### config.mk
export PLATFORM = sky130hd
export DESIGN_NAME = tpt_queue
export DESIGN_NICKNAME = d
export VERILOG_FILES = /design/src/rtl/tpt_pkg.sv /design/src/rtl/tpt_queue.sv
export SDC_FILE = /design/constraint.sdc
export NUM_CORES = 1
export LEC_CHECK = 0
export BUFFER_PORTS_ARGS = -buffer_cell sky130_fd_sc_hd__buf_2
export CAP_MARGIN = 20
export CORE_ASPECT_RATIO = 1.5
export CORE_UTILIZATION = 56
export DETAILED_ROUTE_END_ITERATION = 8
export PLACE_DENSITY = 0.84
export SLEW_MARGIN = 30
export SYNTH_ARGS = -nofsm -noshare
export SYNTH_HDL_FRONTEND = slang
export SYNTH_SLANG_ARGS = --single-unit
### constraint.sdc
create_clock -name clk -period 12 [get_ports clk]
set_input_delay 0.6 -clock clk [delete_from_list [all_inputs] [get_ports clk]]
set_output_delay 0.6 -clock clk [all_outputs]
set_load 0.01 [all_outputs]
### src/rtl/tpt_pkg.sv
// Package for the tunnel peer table: constants, field structs, queue entry type.
// No dependencies.
`timescale 1ns / 1ps
package tpt_pkg;
    localparam int TABLE_ENTRIES = 64;
    localparam int IDX_W = $clog2(TABLE_ENTRIES);
    localparam logic [15:0] MIN_HEADER_LEN = 16'd20;
    localparam logic [3:0] TUNNEL_VERSION = 4'd4;
    localparam logic [7:0] TUNNEL_PROTOCOL = 8'd47;
    localparam logic [15:0] RESET_TIMEOUT = 16'd50;
    localparam logic [7:0] RESET_INTERVAL = 8'd2;
    localparam logic [0:0] CFG_TIMEOUT = 1'd0;
    localparam logic [0:0] CFG_INTERVAL = 1'd1;
    localparam logic CMD_PACKET = 1'b0;
    localparam logic CMD_TICK = 1'b1;
    localparam logic KIND_VERDICT = 1'b0;
    localparam logic KIND_REMOVE = 1'b1;
    localparam int QDEPTH = 2;

    typedef struct packed {
        logic        cmd;
        logic [31:0] pkt_id;
        logic [15:0] packet_length;
        logic [3:0]  ip_version;
        logic [7:0]  ip_protocol;
        logic [31:0] src_addr;
    } in_item_t;

    typedef struct packed {
        logic        result_kind;
        logic [31:0] verdict_id;
        logic        tunnel_added;
        logic        table_full;
        logic [31:0] peer_addr;
        logic        last;
    } out_item_t;

    // classified job from front to back
    typedef struct packed {
        logic        is_sweep;
        logic        is_tunnel;
        logic [31:0] pkt_id;
        logic [31:0] addr;
        logic [31:0] now;
    } job_t;
endpackage

### src/rtl/tpt_queue.sv
// Short job queue between front and back.
// Depends on tpt_pkg.
`timescale 1ns / 1ps
module tpt_queue import tpt_pkg::*; (
    input  logic clk,
    input  logic rst_n,
    input  logic push,
    input  job_t din,
    input  logic pop,
    output logic full,
    output logic empty,
    output job_t dout
);
    localparam int PW = $clog2(QDEPTH);
    job_t mem_reg [QDEPTH];
    logic [PW-1:0] wp_reg, rp_reg;
    logic [PW:0] n_reg;

    assign full = n_reg == (PW+1)'(QDEPTH);
    assign empty = n_reg == '0;
    assign dout = mem_reg[rp_reg];

    always_ff @(posedge clk)
    begin
        if (push)
            mem_reg[wp_reg] <= din;
    end

    always_ff @(posedge clk or negedge rst_n)
    begin
        if (!rst_n)
        begin
            wp_reg <= '0;
            rp_reg <= '0;
            n_reg <= '0;
        end
        else
        begin
            if (push)
                wp_reg <= (wp_reg == PW'(QDEPTH - 1)) ? '0 : wp_reg + PW'(1);
            if (pop)
                rp_reg <= (rp_reg == PW'(QDEPTH - 1)) ? '0 : rp_reg + PW'(1);
            n_reg <= n_reg + (PW+1)'(push) - (PW+1)'(pop);
        end
    end
endmodule

==> results.yml <==
synthesis:
  synth_edf_count: 196
  ys_async_sr_fraction_pct: 2.00
  syn-cell-area_mm2: 0.00730
  syn_inst: 320
  synth_common_cells: "edfxtp_1, mux2_2, mux2_4"
  synth_fp_nets: 424
  synth_compound_area_share_pct: 0
  ys_warn_count: 0
  synth_top_family_by_area: "multiplexers"
  synth_area_leader_cell: "edfxtp_1"
  muxShareOfSynthArea_pct: 15.6
  ys_ff_latch: 200
  yosysTopAreaCellShare_pct: 80.7
  yosys.cell_types.count: 13
  synth_most_common_cell: "edfxtp_1"
  synthAdderAreaFrac_pct: 0.343
  synthXorXnorAreaFrac_pct: 0.566
  synth_ff_type: "edfxtp_1"
  postSynthAreaPerCell_um2: 22.8
  ys_top_cells_by_area: "edfxtp_1, mux2_2, mux2_4"
  ys_seq_area_share_pct: 82.0
  yosys.area_share.simple_pct: 0.309
final_layout:
  largest_reg_flops: 196
  final_area_mm2: 0.00905
  area_delta_synth_final_pct: 24.1
  ff_latch_area_mm2: 0.00599
  nets: 638
  n_fill_cell: 792
  drive_gt1_share_pct: 61.4
  multiInputGateArea_mm2: 0.00124
sta:
  slew_headroom_pct: 53.2
  fmax_ghz: 0.319
  grt_setup_unrepaired: "no"
  setup_violations: 0
  tns_ns: 0
  timing.final.crit_share_pct: 26.1
  final-hold-violation-count: 0
  period_needed_ns: 3.14
  worst_pin_slew_ns: 0.702
  skew_ns: 0.0103
  finalMaxSlewViolations: 0
placed_design:
  gp_congestion: 0.721
  io_buffers: 201
  hpwl_um: 8720
  placed_area_mm2: 0.00847
routing:
  firstDrtPassIters: 5
  num_vias: 3706
  route.detailed.drc: 0
  routed_wl_um: 13200
  drt-initial-drc-count: 181
  viasPerCell: 5.26
  ant_nets: 0
  wire_per_inst_um: 18.7
critical_path:
  reg2reg_to: "mem_reg[0][56]"
  crit_arrival_ns: 2.54
  rrSetupSlack_ns: 9.87
  critPathRequiredTime_ns: 11.40
  slowest_stage: "dfrtp_4"
  cp-end-kind: "primary output"
  r2r_cells: 3
  r2r-start: "wp_reg"
  path_class: "flip-flop to primary output"
  critical_path_peak_fanout: 52
  endpoint: "dout[59]"
  max_stage_delay_ns: 0.88
  start_kind: "flip-flop"
  crit_path_cell_trace: "buf_4 -> mux2_2 -> buf_2"
  crit_path_start: "rp_reg"
flow_run:
  drv_cap: 0
die:
  initial_core_util_pct: 58.0
  core_mm2: 0.0126
  fp-row-count: 50
  die_w_um: 95.2
  io_pins: 202
  fp.dieArea_mm2: 0.0135
  die_h_um: 142
grt:
  grt-ovfl-total: 0
  grt_max_degree: 53
  groute.usage.overall_pct: 20.3
  grt_pass1_vias: 4039
  antenna_found_initial: 1
  grt_pass1_wl_um: 19800
clock_network:
  cts-hold-fix-buffers: 1
  cts_buffers: 17
  cts.sinks: 200
  postCtsSetupBuffers: 0
  cts_tree: "done"
  clk_latency_ns: 0.42
  cts_htree_levels: 4
  post_cts_resize_count: 0
  cts_max_path_buffers: 2
  root_buffer: "clkbuf_16"
  clk_pin_slew_worst_paths_ns: 0.07
pwr:
  p_per_area_mw_per_mm2: 233
  total_leakage_power_nw: 3.47
  peakVddDrop_v: 0.000145
worst_hold_path:
  worstHoldPathType: "primary input to flip-flop"
  min_from: "din[18]"
  whs_path_depth: 1
status:
  status: "finished, final reports clean"
[layout by cell type, fill, tap and decap left out, types with 3 or more instances in the layout]
| cell type | n |
|---|---|
| buf_2 | 201 |
| buf_4 | 4 |
| clkbuf_16 | 17 |
| clkinv_4 | 3 |
| dfrtp_1 | 3 |
| edfxtp_1 | 196 |
| inv_8 | 4 |
| mux2_2 | 88 |
| mux2_4 | 10 |
[where the power goes]
part           switching (mW)  internal [mW]
combinational           0.288          0.280
clock                   0.251          0.293
sequential             0.0675          0.928
total                   0.607           1.50
[metal layers]
| layer | vias up | track usage [%] | share of wire, % |
|---|---|---|---|
| met5 | - | 0 | 0 |
| met4 | 0 | 9.25 | 2.9 |
| met3 | 30 | 7.02 | 6.7 |
| met2 | 134 | 36.6 | 57 |
| met1 | 1835 | 20.5 | 34 |
| li1 | 1707 | - | - |
[critical path: cells and delay by family (launching register included)]
kind                   cells  cell delay [ns]
buffers and inverters      2             0.80
flip-flops                 1             0.88
multiplexers               1             0.41
[per-stage QoR]
step	setup WS (ns)	instances	utilization, %	hold WS, ns	total power, mW
2_1_floorplan	6.57	320	-	0.304	1.38
3_3_place_gp	9.28	670	67.3	0.407	1.56
3_5_place_dp	9.26	670	67.3	0.407	1.59
4_1_cts	8.80	703	72.0	0.346	2.13
5_1_grt	8.70	704	72.0	0.343	2.20
6_report	8.86	704	72.0	0.362	2.11
[cells by family after synthesis]
logic type               Yosys count
flip-flops                       200
multiplexers                      98
buffers and inverters             13
AND/OR/NAND/NOR                    4
XOR/XNOR                           3
adder cells (fa/ha/maj)            2
[worst min-delay path by stage]
stage | slack (ns) | endpoint
finish | 0.36 | mem_reg[0][18]
global route | 0.34 | mem_reg[0][18]
CTS | 0.35 | mem_reg[0][17]
detailed placement | 0.41 | n_reg[0]
global placement | 0.41 | n_reg[0]
floorplan | 0.30 | n_reg[0]
[cell type report]
type / instances / share of cell area, %
Clock inverter: 14 / 1.58
Multi-Input combinational cell: 107 / 13.7
Clock buffer: 18 / 4.74
Timing Repair Buffer: 206 / 11.6
Tap cell: 156 / 2.16
Inverter: 2 / 0.0829
Sequential cell: 200 / 66.2
Antenna cell: 1 / 0.0276
Note: power is estimated with default switching activity, not from simulation.
