## src/rtl/tpt_pkg.sv

```systemverilog
// Package for the tunnel peer table: constants, field structs, queue entry type.
// No dependencies.
`timescale 1ns / 1ps
package tpt_pkg;
    localparam int TABLE_ENTRIES = 64;
    localparam int IDX_W = $clog2(TABLE_ENTRIES);
    localparam logic [15:0] MIN_HEADER_LEN = 16'd20;
    localparam logic [3:0] TUNNEL_VERSION = 4'd4;
    localparam logic [7:0] TUNNEL_PROTOCOL = 8'd47;
    localparam logic [15:0] RESET_TIMEOUT = 16'd50;
    localparam logic [7:0] RESET_INTERVAL = 8'd2;
    localparam logic [0:0] CFG_TIMEOUT = 1'd0;
    localparam logic [0:0] CFG_INTERVAL = 1'd1;
    localparam logic CMD_PACKET = 1'b0;
    localparam logic CMD_TICK = 1'b1;
    localparam logic KIND_VERDICT = 1'b0;
    localparam logic KIND_REMOVE = 1'b1;
    localparam int QDEPTH = 2;

    typedef struct packed {
        logic        cmd;
        logic [31:0] pkt_id;
        logic [15:0] packet_length;
        logic [3:0]  ip_version;
        logic [7:0]  ip_protocol;
        logic [31:0] src_addr;
    } in_item_t;

    typedef struct packed {
        logic        result_kind;
        logic [31:0] verdict_id;
        logic        tunnel_added;
        logic        table_full;
        logic [31:0] peer_addr;
        logic        last;
    } out_item_t;

    // classified job from front to back
    typedef struct packed {
        logic        is_sweep;
        logic        is_tunnel;
        logic [31:0] pkt_id;
        logic [31:0] addr;
        logic [31:0] now;
    } job_t;
endpackage

```

## src/rtl/tpt_front.sv

```systemverilog
// Front end: accepts transactions, checks headers, keeps the clock and sweep count.
// Depends on tpt_pkg.
`timescale 1ns / 1ps
module tpt_front import tpt_pkg::*; (
    input  logic        clk,
    input  logic        rst_n,
    input  logic        start,
    input  in_item_t    item,
    input  logic        q_full,
    input  logic [7:0]  interval,
    output logic        busy,
    output logic        push,
    output job_t        job
);
    logic [31:0] now_reg;
    logic [7:0]  cnt_reg;
    logic [7:0]  cnt_inc;
    logic [7:0]  eff_int;
    logic        take;
    logic        tun;

    assign busy = q_full;
    assign take = start && !q_full;
    assign cnt_inc = cnt_reg + 8'd1;
    assign eff_int = (interval == 8'd0) ? 8'd1 : interval;
    assign tun = item.packet_length >= MIN_HEADER_LEN && item.ip_version == TUNNEL_VERSION
                 && item.ip_protocol == TUNNEL_PROTOCOL;

    always_comb
    begin
        push = 1'b0;
        job.is_sweep = item.cmd == CMD_TICK;
        job.is_tunnel = tun;
        job.pkt_id = item.pkt_id;
        job.addr = item.src_addr;
        job.now = (item.cmd == CMD_TICK) ? now_reg + 32'd1 : now_reg;
        if (take)
        begin
            if (item.cmd == CMD_PACKET)
                push = 1'b1;
            else
                push = cnt_inc >= eff_int;
        end
    end

    always_ff @(posedge clk or negedge rst_n)
    begin
        if (!rst_n)
        begin
            now_reg <= '0;
            cnt_reg <= '0;
        end
        else if (take && item.cmd == CMD_TICK)
        begin
            now_reg <= now_reg + 32'd1;
            cnt_reg <= (cnt_inc >= eff_int) ? 8'd0 : cnt_inc;
        end
    end
endmodule

```

## config.mk

```make
export PLATFORM = sky130hd
export DESIGN_NAME = tpt_front
export DESIGN_NICKNAME = d
export VERILOG_FILES = /design/src/rtl/tpt_pkg.sv /design/src/rtl/tpt_front.sv
export SDC_FILE = /design/constraint.sdc
export NUM_CORES = 1
export LEC_CHECK = 0
export ABC_CLOCK_PERIOD_IN_PS = 7100
export BUFFER_PORTS_ARGS = -buffer_cell sky130_fd_sc_hd__buf_2
export CAP_MARGIN = 20
export CORE_ASPECT_RATIO = 0.9
export CORE_MARGIN = 8
export CORE_UTILIZATION = 47
export CTS_BUF_LIST = sky130_fd_sc_hd__clkbuf_8
export CTS_CLUSTER_DIAMETER = 200
export DETAILED_ROUTE_END_ITERATION = 8
export GPL_ROUTABILITY_DRIVEN = 0
export GPL_TIMING_DRIVEN = 0
export HOLD_SLACK_MARGIN = 0.06
export PLACE_DENSITY = 0.88
export SLEW_MARGIN = 20
export SYNTH_ARGS = -nofsm -noshare
export SYNTH_HDL_FRONTEND = slang
export SYNTH_SLANG_ARGS = --single-unit
```

## constraint.sdc

```tcl
create_clock -name clk -period 7.1 [get_ports clk]
set_clock_uncertainty 0.05 [all_clocks]
set_input_delay 1.42 -clock clk [delete_from_list [all_inputs] [get_ports clk]]
set_output_delay 1.42 -clock clk [all_outputs]
set_load 0.005 [all_outputs]
```

==> results of run 1 <==
-- cells in the final DEF (no fill, tap or decap), types with 6 or more instances in the layout --
| cell type | count |
|---|---|
| buf_2 | 141 |
| buf_4 | 68 |
| dfrtp_1 | 40 |
| ha_1 | 10 |
| inv_1 | 9 |
| nand2_1 | 46 |
| nand3_1 | 21 |
| nand4_1 | 10 |
| nor2_1 | 13 |
| nor3_1 | 7 |
| nor4_1 | 6 |
| o21ai_0 | 8 |
| xnor2_1 | 49 |
| xor2_1 | 19 |
-- worst register-to-register path: cells and delay by family, from the launching register on --
kind,cells,cell delay [ns]
simple gates,5,0.89
compound gates,1,0.79
flops,1,0.46
mux,1,0.32
fa+ha+maj,1,0.30
xor+xnor,1,0.09
-- final cells by class --
| class | instances | area (um^2) |
|---|---|---|
| Buffer | 79 | 558 |
| Clock inverter | 2 | 8.76 |
| Inverter | 8 | 30.0 |
| Multi-Input combinational cell | 226 | 1510 |
| Clock buffer | 5 | 68.8 |
| Sequential cell | 40 | 1000 |
| Tap cell | 90 | 113 |
| Fill cell | 589 | 2500 |
| Timing Repair Buffer | 137 | 686 |
-- final timing paths --
kind	cells past startpoint	endpoint
setup reg to reg	9	cnt_reg[0]$_DFFE_PN0P_
min in group asynchronous	1	now_reg[26]$_DFFE_PN0P_
max in group asynchronous	1	now_reg[3]$_DFFE_PN0P_
setup / recovery	10	push
hold / removal	1	now_reg[31]$_DFFE_PN0P_
hold reg to reg	1	now_reg[31]$_DFFE_PN0P_
-- routing by layer --
metal / global-route usage / vias up / share of wire
li1: - / 1392 / -
met1: 0.194 / 1279 / 0.38
met2: 0.301 / 123 / 0.51
met3: 0.0661 / 12 / 0.11
met4: 0.0397 / 0 / 0.011
met5: 0 / - / 0
-- cell families (layout without fill, tap and decap cells) --
| kind of cell | Yosys count | in the layout | share of synthesized area |
|---|---|---|---|
| xor+xnor | 68 | 68 | 0.192 |
| simple gates | 126 | 126 | 0.205 |
| flops | 40 | 40 | 0.323 |
| compound gates | 20 | 20 | 0.0436 |
| buf+inv | 87 | 231 | 0.190 |
| mux | 2 | 2 | 0.00726 |
| fa+ha+maj | 10 | 10 | 0.0403 |
-- through the flow --
step | cells | power (mW) | hold slack (ns) | setup WS [ns] | instance area (um^2)
final | 587 | 0.587 | 0.462 | 2.10 | 3980
after CTS | 587 | 0.595 | 0.466 | 2.11 | 3980
after global routing | 587 | 0.629 | 0.481 | 1.85 | 3980
after floorplan | 353 | 0.378 | 0.416 | 2.71 | 3100
after detailed placement | 580 | 0.451 | 0.451 | 2.12 | 3900
after global placement | 580 | 0.442 | 0.433 | 2.19 | 3900
-- power groups by stage --
stage,Sequential [mW],Combinational (mW),Clock (mW)
floorplan,0.271,0.108,0
global placement,0.274,0.168,0
detailed placement,0.276,0.175,0
CTS,0.271,0.176,0.147
global route,0.276,0.196,0.157
finish,0.272,0.172,0.143
-- cells in the mapped netlist (4+ instances only) --
cell type,count
nand4_1,10
xnor2_1,49
nor3_1,7
clkbuf_1,5
o21ai_0,8
nand3_1,21
nor4_1,6
buf_4,68
xor2_1,19
nor2_1,13
inv_1,8
buf_2,4
and3_1,4
nand2_1,46
ha_1,10
dfrtp_1,40
==> impl_metrics.json, run 1 <==
{
  "fmax_mhz": 200,
  "worst_setup_path_start_kind": "input port",
  "cp_data_required_time_ns": 5.63,
  "cp.buffers_inverters": 3,
  "syn_area_per_cell_um2": 8.79,
  "grt_pass1_wl_mm": 13.4,
  "status": "finished, final reports clean",
  "period_needed_ns": 5.00,
  "largest_reg_flops": 32,
  "portBuffers": 137,
  "synth_area_leaders": "dfrtp_1 (32%), buf_4 (16%), xnor2_1 (14%), nand2_1 (5.6%), xor2_1 (5.4%)",
  "critPathArrivalTime_ns": 3.53,
  "crit_type": "in2out",
  "hpwl_mm": 7.03,
  "routed_via_density": 4.78,
  "antenna_found_initial": 0,
  "syn_nets": 468,
  "synth_top_area_cell": "dfrtp_1",
  "crit_path_start": "interval[4]",
  "layout-drive-gt1-share": 0.451,
  "drc_errors": 0,
  "core_area_mm2": 0.00648,
  "min_period_over_period": 0.705,
  "final_hold_viol_count": 0,
  "syn_inst": 353,
  "die_x_um": 102,
  "maxSlewViolCount": 0,
  "seqPwrFrac": 0.464,
  "yosysWarnings": 0,
  "dieHeight_um": 93.1,
  "synth_cell_types": 37,
  "cap_viol_max_count": 0,
  "synth_edf_count": 0,
  "netlist.area_leader.share": 0.323,
  "post-route-util": 0.614,
  "cts_buffer_depth": 2,
  "clkLatencyLatePin_ns": 0.30,
  "synth-async-reset-ratio": 1.00,
  "synth_seq_area_share": 0.323,
  "wl_per_cell_um": 14.4,
  "dieArea_mm2": 0.00946,
  "vias": 2806,
  "ioPinCount": 205,
  "critPathTopFamily": "compound AO/OA/AOI/OAI gates",
  "powerDensity_mw_per_mm2": 148,
  "r2r_start": "cnt_reg[2]$_DFFE_PN0P_",
  "ys.flop_type": "dfrtp_1",
  "grt_pass1_vias": 2978,
  "cts_buffers": 5,
  "cts_setup_buffers": 0,
  "cts_root_buffer": "clkbuf_8",
  "reg2reg_slack_ns": 4.09,
  "setup_violations": 0,
  "p_clk_frac": 0.243,
  "combPwrFrac": 0.293,
  "syn_area_mm2": 0.00310,
  "power_leakage_nw": 2.12,
  "drtPass1Iterations": 4,
  "crit_fanout": 9,
  "track_usage": 0.173,
  "rsz0062_at_grt": "false",
  "initial_core_util": 0.479,
  "max_slew.worst_pin.slew_ns": 0.920,
  "ant_nets": 0,
  "holdBufCountCts": 0,
  "hold_path_startpoint": "now_reg[31]$_DFFE_PN0P_",
  "rows": 28,
  "power.internal_uw": 412,
  "drt_wl_total_mm": 8.46,
  "relSlewSlack": 0.381,
  "end_kind": "primary output",
  "cp_slowest_stage_delay_ns": 0.76,
  "tns_ns": 0,
  "nets": 612,
  "timing.critical_path.mode_cell": "buf_2",
  "p_sw_uw": 175,
  "cts.clk_slew.worst_paths_ns": 0.08,
  "drtIter0Drc": 125,
  "h-tree-depth": 2,
  "slowest_stage": "o31ai_1",
  "grt.overflow.total": 0,
  "clkSinkCount": 40,
  "hold_path.class": "reg2reg",
  "grt_max_degree": 41,
  "cts_tree": "yes",
  "worst_ir_drop_vdd_v": 0.000111,
  "swShare": 0.298,
  "diodes": 0,
  "synth-seq-cells": 40,
  "synthToLayoutAreaGrowth_pct": 28.2,
  "ctsResizeCount": 0,
  "worstPathCellList": "buf_2, nor4_1, a41o_1, ha_1, nand2b_1, a2111oi_0, o31ai_1, inv_1, a21oi_1, buf_2"
}
Power figures use the tool's default switching activity.
==> run 2, diff against run 1 <==
--- a/config.mk
+++ b/config.mk
@@ -5,19 +5,19 @@
 export SDC_FILE = /design/constraint.sdc
 export NUM_CORES = 1
 export LEC_CHECK = 0
-export ABC_CLOCK_PERIOD_IN_PS = 7100
+export ABC_CLOCK_PERIOD_IN_PS = 4200
 export BUFFER_PORTS_ARGS = -buffer_cell sky130_fd_sc_hd__buf_2
 export CAP_MARGIN = 20
 export CORE_ASPECT_RATIO = 0.9
 export CORE_MARGIN = 8
-export CORE_UTILIZATION = 47
+export CORE_UTILIZATION = 40
 export CTS_BUF_LIST = sky130_fd_sc_hd__clkbuf_8
 export CTS_CLUSTER_DIAMETER = 200
 export DETAILED_ROUTE_END_ITERATION = 8
 export GPL_ROUTABILITY_DRIVEN = 0
 export GPL_TIMING_DRIVEN = 0
 export HOLD_SLACK_MARGIN = 0.06
-export PLACE_DENSITY = 0.88
+export PLACE_DENSITY = 0.8
 export SLEW_MARGIN = 20
 export SYNTH_ARGS = -nofsm -noshare
 export SYNTH_HDL_FRONTEND = slang
==> constraint.sdc (replaced) <==
create_clock -name clk -period 4.2 [get_ports clk]
set_clock_uncertainty 0.05 [all_clocks]
set_input_delay 0.84 -clock clk [delete_from_list [all_inputs] [get_ports clk]]
set_output_delay 0.84 -clock clk [all_outputs]
set_load 0.005 [all_outputs]
==> impl_metrics.json, run 2 (synthesized netlist as in run 1, its figures left out) <==
{
  "grt_max_degree": 41,
  "powerDensity_mw_per_mm2": 255,
  "fillers": 721,
  "worstRegToRegCells": 9,
  "crit_path_start": "cnt_reg[0]$_DFFE_PN0P_",
  "routed_via_density": 4.70,
  "total_power_mw": 1.02,
  "period_needed_ns": 3.88,
  "post-route-util": 0.530,
  "track_usage": 0.149,
  "cp_data_required_time_ns": 3.31,
  "grt_pass1_vias": 2959,
  "dieArea_mm2": 0.0108,
  "setup_violations": 0,
  "crit_path_end": "push",
  "ctsResizeCount": 0,
  "cts_tree": "yes",
  "reg2reg_slack_ns": 1.15,
  "slowest_stage": "o31ai_1",
  "drt_wl_total_mm": 8.35,
  "rows": 30,
  "r2r_start": "cnt_reg[0]$_DFFE_PN0P_",
  "ioPinCount": 205,
  "routed.top_layer": "met4",
  "largest_reg_flops": 32,
  "layout-drive-gt1-share": 0.452,
  "cts.clk_slew.worst_paths_ns": 0.08,
  "worstPathCellList": "nand3_1, nor2_1, and3_1, xor2_1, ha_1, nand4_1, o31ai_1, inv_1, a21oi_1, buf_2",
  "synthToLayoutAreaGrowth_pct": 29.0,
  "core_area_mm2": 0.00754,
  "ant_nets": 0,
  "wl_per_cell_um": 14.1,
  "rsz0062_at_grt": "false",
  "cap_viol_max_count": 0,
  "initial_core_util": 0.411,
  "nets": 612,
  "crit_type": "reg2out",
  "cts_buffers": 5,
  "drtIter0Drc": 90,
  "worst_setup_path_start_kind": "flop",
  "cp_slowest_stage_delay_ns": 0.82,
  "maxSlewViolCount": 0,
  "max_slew.worst_pin.slew_ns": 0.979,
  "final_cell_mix": "buf_2 (141), buf_4 (68), xnor2_1 (49)",
  "drc_errors": 0,
  "die_x_um": 109,
  "met1_length_mm": 3.19,
  "status": "finished, final reports clean",
  "critPathArrivalTime_ns": 2.99,
  "final_common_cell": "buf_2",
  "cts_setup_buffers": 0,
  "grt_pass1_wl_mm": 13.3,
  "dr_wl_met2_mm": 4.23,
  "dieHeight_um": 99.5,
  "fmax_mhz": 258,
  "clkSinkCount": 40,
  "final_hold_viol_count": 0,
  "diodes": 0,
  "crit_fanout": 9,
  "portBuffers": 137,
  "tns_ns": 0,
  "r2r_end": "cnt_reg[0]$_DFFE_PN0P_",
  "cts_root_buffer": "clkbuf_8",
  "h-tree-depth": 2,
  "power_leakage_nw": 2.12,
  "hold_path.class": "reg2reg",
  "cts_buffer_depth": 2,
  "wl_met3_um": 890,
  "antenna_found_initial": 0,
  "holdBufCountCts": 0,
  "hpwl_mm": 6.94,
  "clkLatencyLatePin_ns": 0.28,
  "drtPass1Iterations": 4,
  "whs_ns": 0.442,
  "min_period_over_period": 0.924,
  "end_kind": "primary output",
  "worst_ir_drop_vdd_v": 0.000121,
  "vias": 2792,
  "relSlewSlack": 0.342,
  "grt.overflow.total": 0
}
==> run 2: stage by stage <==
stage,instance area (um^2),instances,setup slack (ns)
3_5_place_dp,3910,586,0.390
4_1_cts,4000,594,0.358
2_1_floorplan,3100,353,0.975
6_report,4000,594,0.320
3_3_place_gp,3910,586,0.409
5_1_grt,4000,594,0.128
==> run 2: worst min-delay path by stage <==
stage	startpoint	to	slack [ns]	cells past startpoint
after floorplan	now_reg[31]$_DFFE_PN0P_	now_reg[31]$_DFFE_PN0P_	0.42	1
after global placement	now_reg[31]$_DFFE_PN0P_	now_reg[31]$_DFFE_PN0P_	0.43	1
after detailed placement	now_reg[31]$_DFFE_PN0P_	now_reg[31]$_DFFE_PN0P_	0.44	1
after CTS	now_reg[31]$_DFFE_PN0P_	now_reg[31]$_DFFE_PN0P_	0.45	1
after global routing	now_reg[31]$_DFFE_PN0P_	now_reg[31]$_DFFE_PN0P_	0.48	1
final	now_reg[31]$_DFFE_PN0P_	now_reg[31]$_DFFE_PN0P_	0.44	1
==> run 2: final cells by class <==
class                   instances  area [um^2]  share of cell area
multi-input cells             226         1510               0.378
repair buffers                137          686               0.171
well taps                      96          120              0.0300
flip-flops and latches         40         1000               0.250
clock buffers                   6         82.6              0.0206
inverters                       8         30.0             0.00750
clock inverters                 2         11.3             0.00281
plain buffers                  79          558               0.139
==> run 2: worst max-delay path: cells and delay by family (launching register included) <==
family	cells	cell delay [ns]
AND/OR/NAND/NOR	4	0.64
buffers and inverters	2	0.23
XOR/XNOR	1	0.08
AO/OA/AOI/OAI	2	1.01
flip-flops	1	0.44
adder cells (fa/ha/maj)	1	0.30
==> run 2: power breakdown <==
group / internal [mW] / switching, mW / total, mW
Sequential: 0.418 / 0.0427 / 0.461
Clock: 0.131 / 0.136 / 0.267
Combinational: 0.167 / 0.127 / 0.294
==> run 2: routing by layer <==
layer  GRT usage  vias to the layer above
li1            -                     1393
met1       0.161                     1269
met2       0.270                      128
met3      0.0549                        2
met4      0.0284                        0
met5           0                        -
==> run 3, diff against run 2 <==
--- a/config.mk
+++ b/config.mk
@@ -6,18 +6,18 @@
 export NUM_CORES = 1
 export LEC_CHECK = 0
 export ABC_CLOCK_PERIOD_IN_PS = 4200
-export BUFFER_PORTS_ARGS = -buffer_cell sky130_fd_sc_hd__buf_2
 export CAP_MARGIN = 20
 export CORE_ASPECT_RATIO = 0.9
 export CORE_MARGIN = 8
-export CORE_UTILIZATION = 40
+export CORE_UTILIZATION = 60
 export CTS_BUF_LIST = sky130_fd_sc_hd__clkbuf_8
 export CTS_CLUSTER_DIAMETER = 200
 export DETAILED_ROUTE_END_ITERATION = 8
+export DONT_BUFFER_PORTS = 1
 export GPL_ROUTABILITY_DRIVEN = 0
 export GPL_TIMING_DRIVEN = 0
 export HOLD_SLACK_MARGIN = 0.06
-export PLACE_DENSITY = 0.8
+export PLACE_DENSITY = 0.79
 export SLEW_MARGIN = 20
 export SYNTH_ARGS = -nofsm -noshare
 export SYNTH_HDL_FRONTEND = slang
==> impl_metrics.json, run 3 (synthesized netlist as in run 1, its figures left out) <==
{
  "tns_ns": 0,
  "min_period_over_period": 0.919,
  "end_kind": "primary output",
  "cts_setup_buffers": 0,
  "dieHeight_um": 84.2,
  "initial_core_util": 0.605,
  "clkSinkCount": 40,
  "cts_buffers": 5,
  "diodes": 0,
  "drtIter0Drc": 76,
  "portBuffers": 0,
  "cts_root_buffer": "clkbuf_8",
  "final_cell_mix": "buf_4 (68), xnor2_1 (49), nand2_1 (46)",
  "dieArea_mm2": 0.00773,
  "instances_no_fill": 427,
  "worst_ir_drop_vdd_v": 0.000193,
  "track_usage": 0.194,
  "nets": 475,
  "ioPinCount": 205,
  "core_area_mm2": 0.00513,
  "max_slew.worst_pin.slew_ns": 0.950,
  "ant_nets": 0,
  "status": "finished, final reports clean",
  "grt_max_degree": 41,
  "crit_fanout": 9,
  "final_common_cell": "buf_4",
  "cp_data_required_time_ns": 3.31,
  "grt_pass1_vias": 2516,
  "drtPass1Iterations": 4,
  "rsz0062_at_grt": "false",
  "fillers": 456,
  "drt_wl_total_mm": 7.66,
  "crit_path_start": "cnt_reg[0]$_DFFE_PN0P_",
  "cts.clk_slew.worst_paths_ns": 0.07,
  "layout-drive-gt1-share": 0.242,
  "power_leakage_nw": 1.53,
  "clkLatencyLatePin_ns": 0.29,
  "antenna_found_initial": 0,
  "drc_errors": 0,
  "fmax_mhz": 259,
  "grt_pass1_wl_mm": 12.5,
  "setup_violations": 0,
  "ctsResizeCount": 0,
  "routed_via_density": 5.42,
  "cts_buffer_depth": 2,
  "wl_per_cell_um": 17.9,
  "critPathArrivalTime_ns": 2.97,
  "rows": 25,
  "period_needed_ns": 3.86,
  "synthToLayoutAreaGrowth_pct": 5.20,
  "final_hold_viol_count": 0,
  "grt.overflow.total": 0,
  "cap_viol_max_count": 0,
  "relSlewSlack": 0.361,
  "largest_reg_flops": 32,
  "h-tree-depth": 2,
  "vias": 2313,
  "cts_tree": "yes",
  "r2r_start": "cnt_reg[0]$_DFFE_PN0P_",
  "powerDensity_mw_per_mm2": 280,
  "crit_type": "reg2out",
  "maxSlewViolCount": 0,
  "place_inst": 420,
  "holdBufCountCts": 0,
  "hold_path.class": "in2async",
  "hpwl_mm": 6.27,
  "die_x_um": 91.8,
  "worst_setup_path_start_kind": "flop"
}
## run 3: cell types whose count changed in the layout (fill, tap and decap cells not counted), sizes merged
cell,before,now
clkinv,0,1
clkinvlp,1,0
buf,210,73
clkbuf,12,11
## run 3: per-layer routing
| metal | track usage | share of wire | vias to the layer above | routed length [um] |
|---|---|---|---|---|
| met2 | 0.355 | 0.53 | 121 | 4060 |
| met4 | 0.0497 | 0.012 | 0 | 93 |
| li1 | - | - | 1117 | - |
| met5 | 0 | 0 | - | 0 |
| met3 | 0.0731 | 0.095 | 8 | 724 |
| met1 | 0.203 | 0.36 | 1067 | 2780 |
## run 3: stage by stage
stage	power (mW)	utilization	setup WS (ns)	hold slack [ns]	instance area (um^2)
after floorplan	0.640	-	0.975	0.416	3100
after CTS	0.924	0.636	0.350	0.174	3260
after global routing	0.971	0.636	0.0684	0.167	3260
after detailed placement	0.684	0.621	0.516	0.445	3190
final	0.912	0.636	0.340	0.188	3260
after global placement	0.676	0.621	0.563	0.434	3190
## run 3: path summary, 6_finish.rpt
check / to / slack (ns) / cells after the start
max reg2reg: cnt_reg[0]$_DFFE_PN0P_ / 1.16 / 9
max in group asynchronous: now_reg[12]$_DFFE_PN0P_ / 3.82 / 0
min: now_reg[6]$_DFFE_PN0P_ / 0.19 / 0
max: push / 0.34 / 9
min reg2reg: now_reg[12]$_DFFE_PN0P_ / 0.46 / 1
min in group clk: now_reg[12]$_DFFE_PN0P_ / 0.46 / 1
## run 3: critical path, stage by stage (launching register included)
cell and delay (ns):
dfrtp_1 0.44, ha_1 0.24, nand3_1 0.14, nor2_1 0.17
xor2_1 0.26, ha_1 0.18, nand4_1 0.07, o31ai_1 0.80
inv_1 0.12, a21oi_1 0.24
## run 3: power breakdown
part | total (mW) | internal, mW | leakage (nW) | switching [mW]
Clock | 0.238 | 0.110 | 0.0452 | 0.127
Combinational | 0.215 | 0.117 | 0.939 | 0.0978
Sequential | 0.460 | 0.418 | 0.547 | 0.0416
Total | 0.912 | 0.646 | 1.53 | 0.267
## run 3: cell type report
type / count / area, um^2 / share of cell area
flip-flops and latches: 40 / 1000 / 0.307
plain buffers: 79 / 558 / 0.171
clock inverters: 2 / 8.76 / 0.00268
inverters: 8 / 30.0 / 0.00920
multi-input cells: 226 / 1510 / 0.464
well taps: 67 / 83.8 / 0.0257
clock buffers: 5 / 68.8 / 0.0211
